$ cat src/rtl/bcx_pkg.sv
// shared constants, types and helpers for the bencode info dictionary extractor
package bcx_pkg;

   localparam int unsigned DEF_MAX_DEPTH   = 16;
   localparam int unsigned DEF_LENGTH_BITS = 32;

   localparam logic [7:0] CH_ZERO  = 8'h30;
   localparam logic [7:0] CH_NINE  = 8'h39;
   localparam logic [7:0] CH_FOUR  = 8'h34;
   localparam logic [7:0] CH_COLON = 8'h3a;
   localparam logic [7:0] CH_I     = 8'h69;
   localparam logic [7:0] CH_N     = 8'h6e;
   localparam logic [7:0] CH_F     = 8'h66;
   localparam logic [7:0] CH_O     = 8'h6f;
   localparam logic [7:0] CH_D     = 8'h64;
   localparam logic [7:0] CH_E     = 8'h65;
   localparam logic [7:0] CH_L     = 8'h6c;

   localparam logic [1:0] PH_SEARCH = 2'd0;
   localparam logic [1:0] PH_DICT   = 2'd1;
   localparam logic [1:0] PH_DONE   = 2'd2;
   localparam logic [1:0] PH_OVER   = 2'd3;

   localparam logic [1:0] TK_NONE = 2'd0;
   localparam logic [1:0] TK_LEN  = 2'd1;
   localparam logic [1:0] TK_BODY = 2'd2;
   localparam logic [1:0] TK_INT  = 2'd3;

   localparam logic [1:0] ST_DATA       = 2'd0;
   localparam logic [1:0] ST_NOT_FOUND  = 2'd1;
   localparam logic [1:0] ST_UNTERM     = 2'd2;
   localparam logic [1:0] ST_TOO_DEEP   = 2'd3;

   localparam logic [2:0] KEY_LAST = 3'd6;

   typedef struct packed {
      logic [7:0] out_byte;
      logic       last_of_dict;
      logic [1:0] status;
   } bcx_result_type;

   // key pattern 4:infod
   function automatic logic [7:0] key_char(input logic [2:0] idx);
      logic [7:0] ch;
      case (idx)
         3'd0: ch = CH_FOUR;
         3'd1: ch = CH_COLON;
         3'd2: ch = CH_I;
         3'd3: ch = CH_N;
         3'd4: ch = CH_F;
         3'd5: ch = CH_O;
         3'd6: ch = CH_D;
         default: ch = 8'h00;
      endcase
      return ch;
   endfunction

   function automatic logic is_digit(input logic [7:0] b);
      return (b >= CH_ZERO) && (b <= CH_NINE);
   endfunction

endpackage

$ cat src/rtl/bcx_scan.sv
// scanning state and per-byte decode producing at most one result per transaction
module bcx_scan #(
   parameter int unsigned MAX_DEPTH   = bcx_pkg::DEF_MAX_DEPTH,
   parameter int unsigned LENGTH_BITS = bcx_pkg::DEF_LENGTH_BITS
) (
   input  logic                   clock,
   input  logic                   reset,
   input  logic                   in_valid,
   input  logic [7:0]             in_byte,
   input  logic                   in_start,
   input  logic                   in_end,
   output logic                   res_valid,
   output bcx_pkg::bcx_result_type res
);
   import bcx_pkg::*;

   localparam int unsigned DEPTH_BITS = $clog2(MAX_DEPTH + 1);
   localparam logic [DEPTH_BITS-1:0] DEPTH_LIMIT = DEPTH_BITS'(MAX_DEPTH);

   logic [1:0]             phase_ff, phase_in, phase_cur;
   logic [2:0]             match_ff, match_in, match_cur;
   logic [1:0]             token_ff, token_in, token_cur;
   logic [LENGTH_BITS-1:0] length_ff, length_in, length_cur;
   logic [DEPTH_BITS-1:0]  depth_ff, depth_in, depth_cur, depth_dec;
   logic [LENGTH_BITS+3:0] length_ext;
   logic [3:0]             digit;

   assign digit      = in_byte[3:0];
   assign length_ext = ({4'b0000, length_cur} << 3) + ({4'b0000, length_cur} << 1)
                     + {{LENGTH_BITS{1'b0}}, digit};
   assign depth_dec  = (depth_cur != '0) ? depth_cur - 1'b1 : depth_cur;

   always_comb begin
      phase_cur  = in_start ? PH_SEARCH : phase_ff;
      match_cur  = in_start ? 3'd0 : match_ff;
      token_cur  = in_start ? TK_NONE : token_ff;
      length_cur = in_start ? '0 : length_ff;
      depth_cur  = in_start ? '0 : depth_ff;

      phase_in  = phase_cur;
      match_in  = match_cur;
      token_in  = token_cur;
      length_in = length_cur;
      depth_in  = depth_cur;

      res_valid        = 1'b0;
      res.out_byte     = in_byte;
      res.last_of_dict = 1'b0;
      res.status       = ST_DATA;

      if (in_end) begin
         res.out_byte = 8'h00;
         case (phase_cur)
            PH_SEARCH: begin
               res_valid  = 1'b1;
               res.status = ST_NOT_FOUND;
            end
            PH_DICT: begin
               res_valid  = 1'b1;
               res.status = ST_UNTERM;
            end
            PH_OVER: begin
               res_valid  = 1'b1;
               res.status = ST_TOO_DEEP;
            end
            default: res_valid = 1'b0;
         endcase
         phase_in  = PH_SEARCH;
         match_in  = 3'd0;
         token_in  = TK_NONE;
         length_in = '0;
         depth_in  = '0;
      end else begin
         case (phase_cur)
            PH_SEARCH: begin
               if (in_byte == key_char(match_cur)) begin
                  if (match_cur == KEY_LAST) begin
                     match_in  = 3'd0;
                     phase_in  = PH_DICT;
                     depth_in  = DEPTH_BITS'(1);
                     token_in  = TK_NONE;
                     length_in = '0;
                     res_valid = 1'b1;
                  end else begin
                     match_in = match_cur + 3'd1;
                  end
               end else begin
                  match_in = (in_byte == CH_FOUR) ? 3'd1 : 3'd0;
               end
            end
            PH_DICT: begin
               res_valid = 1'b1;
               case (token_cur)
                  TK_LEN: begin
                     if (is_digit(in_byte)) begin
                        length_in = (length_ext[LENGTH_BITS+3:LENGTH_BITS] != 4'b0000)
                                  ? '1 : length_ext[LENGTH_BITS-1:0];
                     end else if (in_byte == CH_COLON) begin
                        token_in = (length_cur == '0) ? TK_NONE : TK_BODY;
                     end
                  end
                  TK_BODY: begin
                     length_in = length_cur - 1'b1;
                     if (length_cur == LENGTH_BITS'(1)) token_in = TK_NONE;
                  end
                  TK_INT: begin
                     if (in_byte == CH_E) token_in = TK_NONE;
                  end
                  default: begin
                     if (in_byte == CH_E) begin
                        depth_in = depth_dec;
                        if (depth_dec == '0) begin
                           phase_in         = PH_DONE;
                           res.last_of_dict = 1'b1;
                        end
                     end else if (is_digit(in_byte)) begin
                        token_in  = TK_LEN;
                        length_in = {{(LENGTH_BITS-4){1'b0}}, digit};
                     end else if (in_byte == CH_I) begin
                        token_in = TK_INT;
                     end else if (in_byte == CH_D || in_byte == CH_L) begin
                        if (depth_cur >= DEPTH_LIMIT) begin
                           phase_in  = PH_OVER;
                           res_valid = 1'b0;
                        end else begin
                           depth_in = depth_cur + 1'b1;
                        end
                     end
                  end
               endcase
            end
            default: res_valid = 1'b0;
         endcase
      end

      if (!in_valid) res_valid = 1'b0;
   end

   always_ff @(posedge clock) begin
      if (reset) begin
         phase_ff  <= PH_SEARCH;
         match_ff  <= 3'd0;
         token_ff  <= TK_NONE;
         length_ff <= '0;
         depth_ff  <= '0;
      end else if (in_valid) begin
         phase_ff  <= phase_in;
         match_ff  <= match_in;
         token_ff  <= token_in;
         length_ff <= length_in;
         depth_ff  <= depth_in;
      end
   end

endmodule

$ cat src/rtl/bcx_out.sv
// two-entry result buffer between the scanner and the result channel
module bcx_out (
   input  logic                    clock,
   input  logic                    reset,
   input  logic                    push,
   input  bcx_pkg::bcx_result_type push_data,
   output logic                    push_ready,
   output logic                    out_valid,
   input  logic                    out_ready,
   output bcx_pkg::bcx_result_type out_data
);
   import bcx_pkg::*;

   logic [1:0]     count_ff, count_in;
   bcx_result_type head_ff, head_in, tail_ff, tail_in;
   logic           pop;

   assign pop        = (count_ff != 2'd0) && out_ready;
   assign push_ready = (count_ff != 2'd2);
   assign out_valid  = (count_ff != 2'd0);
   assign out_data   = head_ff;

   always_comb begin
      head_in  = head_ff;
      tail_in  = tail_ff;
      count_in = count_ff;
      case ({push, pop})
         2'b11: begin
            if (count_ff == 2'd1) begin
               head_in = push_data;
            end else begin
               head_in = tail_ff;
               tail_in = push_data;
            end
         end
         2'b10: begin
            if (count_ff == 2'd0) head_in = push_data;
            else tail_in = push_data;
            count_in = count_ff + 2'd1;
         end
         2'b01: begin
            head_in  = tail_ff;
            count_in = count_ff - 2'd1;
         end
         default: count_in = count_ff;
      endcase
   end

   always_ff @(posedge clock) begin
      if (reset) count_ff <= 2'd0;
      else count_ff <= count_in;
   end

   always_ff @(posedge clock) begin
      head_ff <= head_in;
      tail_ff <= tail_in;
   end

endmodule

$ cat src/rtl/bencode_info_dict_extractor_top.sv
// top level of the bencode info dictionary extractor
//
//   channel  direction  contents
//   req_     in         in_byte, start_of_document, end_of_document
//   rsp_     out        out_byte, last_of_dict, status
//
// one transaction per ready cycle; a byte decodes in the cycle it is taken
// and any result lands in a two-entry output buffer, visible the next cycle
// reset is synchronous and returns the scanner to the key search, buffer empty
// req_ready drops only while both buffer entries hold results not yet taken
module bencode_info_dict_extractor_top #(
   parameter int unsigned MAX_DEPTH   = bcx_pkg::DEF_MAX_DEPTH,
   parameter int unsigned LENGTH_BITS = bcx_pkg::DEF_LENGTH_BITS
) (
   input  logic       clock,
   input  logic       reset,
   input  logic       req_valid,
   output logic       req_ready,
   input  logic [7:0] req_in_byte,
   input  logic       req_start_of_document,
   input  logic       req_end_of_document,
   output logic       rsp_valid,
   input  logic       rsp_ready,
   output logic [7:0] rsp_out_byte,
   output logic       rsp_last_of_dict,
   output logic [1:0] rsp_status
);
   import bcx_pkg::*;

   logic           accept;
   logic           res_valid;
   bcx_result_type res;
   bcx_result_type rsp_data;

   assign accept = req_valid && req_ready;

   bcx_scan #(
      .MAX_DEPTH   (MAX_DEPTH),
      .LENGTH_BITS (LENGTH_BITS)
   ) u_scan (
      .clock     (clock),
      .reset     (reset),
      .in_valid  (accept),
      .in_byte   (req_in_byte),
      .in_start  (req_start_of_document),
      .in_end    (req_end_of_document),
      .res_valid (res_valid),
      .res       (res)
   );

   bcx_out u_out (
      .clock      (clock),
      .reset      (reset),
      .push       (res_valid),
      .push_data  (res),
      .push_ready (req_ready),
      .out_valid  (rsp_valid),
      .out_ready  (rsp_ready),
      .out_data   (rsp_data)
   );

   assign rsp_out_byte     = rsp_data.out_byte;
   assign rsp_last_of_dict = rsp_data.last_of_dict;
   assign rsp_status       = rsp_data.status;

endmodule
$ cat config.mk
export PLATFORM = sky130hd
export DESIGN_NAME = bencode_info_dict_extractor_top
export DESIGN_NICKNAME = d
export VERILOG_FILES = /design/src/rtl/bcx_pkg.sv /design/src/rtl/bcx_scan.sv /design/src/rtl/bcx_out.sv /design/src/rtl/bencode_info_dict_extractor_top.sv
export SDC_FILE = /design/constraint.sdc
export NUM_CORES = 1
export LEC_CHECK = 0
export BUFFER_PORTS_ARGS = -buffer_cell sky130_fd_sc_hd__buf_2
export CELL_PAD_IN_SITES_DETAIL_PLACEMENT = 1
export CELL_PAD_IN_SITES_GLOBAL_PLACEMENT = 1
export CORE_ASPECT_RATIO = 2
export CORE_MARGIN = 4
export CORE_UTILIZATION = 48
export CTS_CLUSTER_SIZE = 10
export DETAILED_ROUTE_END_ITERATION = 8
export PLACE_DENSITY_LB_ADDON = 0.1
export SLEW_MARGIN = 20
export SYNTH_ARGS = -nofsm -noshare
export SYNTH_HDL_FRONTEND = slang
export SYNTH_SLANG_ARGS = --single-unit
export TNS_END_PERCENT = 50
$ cat constraint.sdc
create_clock -name clock -period 5.5 [get_ports clock]
set_input_delay 0.55 -clock clock [delete_from_list [all_inputs] [get_ports clock]]
set_output_delay 0.55 -clock clock [all_outputs]
set_load 0.01 [all_outputs]
==> results.py <==
metrics = {
    "cells_and_area": {
        "area_growth_pct": 7.66,
        "final_util_pct": 52.5,
        "diodes": 0,
        "multiInputGateArea_mm2": 0.00636,
        "drive_above_1_share_pct": 7.69,
        "nFillCells": 2233,
        "regArea_mm2": 0.00158,
        "fin_nets": 1255,
    },
    "sta": {
        "rsz0062_at_grt": "no",
        "finalSetupTns_ns": 0,
        "slew_viol_final": 0,
        "final_hold_viol_count": 0,
        "fin_crit_ns": 5.12,
        "max_freq_ghz": 0.195,
        "maxSlewHeadroom_pct": 33.4,
        "worst_slew_pin_slew_ns": 0.988,
        "finalCritPeriodShare_pct": 93.1,
        "setup_viol": 0,
        "fin_skew_ns": 0.00986,
    },
    "power": {
        "sw_frac_of_total_pct": 39.3,
        "p_sw_mw": 0.803,
        "p_clk_share_pct": 28.9,
        "leakage_nw": 3.60,
        "power_frac_comb_pct": 38.0,
        "p_int_mw": 1.24,
        "peakVddDrop_v": 0.000120,
        "powerDensity_mw_per_mm2": 226,
        "pwr-share-seq_pct": 33.1,
    },
    "clock_network": {
        "clk_pin_slew_ns": 0.06,
        "clk_path_buf_depth": 2,
        "worstSkewPairLatency_ns": 0.36,
        "cts.htree.levels": 3,
        "cts_root_buf": "clkbuf_16",
        "cts_hold_buf": 0,
        "cts_made_buffers": 9,
        "cts_sinks": 68,
        "tritoncts": "built",
        "post_cts_resized": 0,
        "postCtsSetupBuffers": 0,
    },
    "outcome": {
        "outcome": "finished, final reports clean",
    },
    "global_routing": {
        "grt_pass1_vias": 10400,
        "grt_antenna_before_repair": 0,
        "grt_usage_pct": 35.4,
        "grt_pass1_wl_mm": 55.0,
        "grt-ovfl-total": 0,
        "grt_max_degree": 40,
    },
    "logic_synthesis": {
        "synth_seq_cells": 68,
        "netlist_area_mm2": 0.00838,
        "synth_warnings": 0,
        "synth_edf_count": 22,
        "synthesis.instances": 1174,
        "syn_avg_cell_area_um2": 7.14,
        "synth-main-ff-cell": "dfxtp_1",
        "synthArstFlopShare_pct": 0,
        "ys_types": 74,
        "ys_seq_area_share_pct": 18.9,
        "syn-num-nets": 1264,
    },
    "routing": {
        "antenna_left": 0,
        "wirelength_mm": 34.9,
        "via_per_inst": 7.05,
        "dr.pass1.iters": 5,
        "drt_iter0_drc": 686,
        "drc": 0,
        "vias": 9724,
        "wire_per_inst_um": 25.3,
    },
    "worst_setup_path": {
        "worstSetupPathType": "input pin to register",
        "rrSetupSlack_ns": 0.58,
        "critPathArrivalTime_ns": 5.37,
        "end_kind": "register",
        "cp_data_required_time_ns": 5.75,
        "startpoint_type": "input pin",
        "crit_path_max_fanout": 27,
    },
    "floorplan": {
        "coreArea_mm2": 0.0172,
        "rows": 68,
        "io_pins": 27,
        "initial_core_util_pct": 48.8,
        "die_area_mm2": 0.0198,
        "die_y_um": 195,
        "die_w_um": 101,
    },
    "min_path": {
        "min_path_type": "register to register",
    },
    "place": {
        "place.port_buffers": 26,
        "hpwl_mm": 26.8,
        "place_congestion": 0.993,
    },
    "run": {
        "cap_violations": 0,
    },
}
worst paths after layout:
kind,endpoint,start,cells past startpoint
max reg2reg,u_scan.length_ff[3],u_scan.length_ff[8],14
min reg2reg,u_scan.phase_ff[0],u_scan.phase_ff[0],2
min,u_scan.phase_ff[0],u_scan.phase_ff[0],2
max,u_scan.length_ff[3],req_start_of_document,19
worst max-delay path, cell delays in order:
cell      delay (ns)
buf_2           0.34
clkinv_1        0.17
nand2_1         0.14
inv_1           0.09
ha_1            0.29
ha_1            0.20
inv_1           0.07
fa_1            0.39
nand2b_1        0.18
a21o_1          0.20
a211oi_1        0.57
o21ai_0         0.34
a31oi_1         0.29
o21ai_0         0.14
a311oi_1        0.35
nand3b_1        0.33
buf_12          0.28
or2_2           0.29
and3_1          0.17
cells in the final DEF (no fill, tap or decap), types with 22 or more instances in the layout:
cell and instances:
a21oi_1 122, a31oi_1 24, buf_2 26, buf_4 33
dfxtp_1 46, edfxtp_1 22, ha_1 75, inv_1 37
nand2_1 111, nor2_1 105, nor2b_1 46, nor3_1 39
o21ai_0 118
cell usage after synthesis (all sizes together) (19+ instances only):
cell | n | share of area (%)
o211ai | 19 | 1.7
clkbuf | 69 | 3.1
xnor2 | 20 | 2.1
inv | 37 | 1.7
nor2b | 46 | 3.4
nor2 | 105 | 4.7
edfxtp | 22 | 7.9
o21ai | 120 | 7.2
dfxtp | 46 | 11
nor3 | 40 | 2.5
o221ai | 19 | 2.0
a21oi | 123 | 7.4
a31oi | 24 | 1.8
ha | 75 | 11
nand2 | 111 | 5.0
per-stage QoR:
step                setup WS, ns  hold slack (ns)  power [mW]  instances  instance area, um^2
floorplan                  0.348            0.425        1.20       1174                 8380
global placement           0.256            0.435        1.44       1364                 8740
detailed placement        0.0280            0.448        1.46       1364                 8740
CTS                        0.388            0.461        2.04       1380                 9030
global route               0.125            0.482        2.14       1380                 9030
finish                     0.380            0.468        2.04       1380                 9030
power groups by stage:
stage                     combinational, mW  sequential, mW  clock [mW]
after CTS                             0.773           0.677       0.587
after global routing                  0.851           0.685       0.604
final                                 0.776           0.677       0.590
after floorplan                       0.501           0.697           0
after detailed placement              0.770           0.687           0
after global placement                0.751           0.684           0
cells by family after synthesis:
kind of cell    count (synthesis)  share of synthesized area, %
fa+ha+maj                      76                          11.4
xor+xnor                       32                          3.34
mux                            16                          1.94
flops                          68                          18.9
simple gates                  415                          24.9
compound gates                449                          34.2
buf+inv                       118                          5.31
cell type report:
cell class,count,area share (%)
Inverter,38,1.58
Timing Repair Buffer,60,4.41
Clock inverter,6,0.610
Clock buffer,10,2.54
Tap cell,210,2.91
Multi-Input combinational cell,988,70.4
Sequential cell,68,17.5
state kept, by name, summed over array words and instances (netlist names):
| name | flops |
|---|---|
| u_scan.token_ff | 2 |
| u_scan.length_ff | 32 |
| u_out.out_data | 11 |
| u_out.tail_ff | 11 |
| u_scan.depth_ff | 5 |
| u_scan.phase_ff | 2 |
| u_out.count_ff | 2 |
| u_scan.match_ff | 3 |
routing by layer:
layer | share of wire [%] | track usage (%) | vias up
li1 | - | - | 4408
met1 | 34 | 34.4 | 4745
met2 | 53 | 63.8 | 385
met3 | 4.5 | 4.78 | 186
met4 | 8.9 | 28.5 | 0
met5 | 0 | 0 | -
No activity file was read; power rests on OpenSTA's default activity.
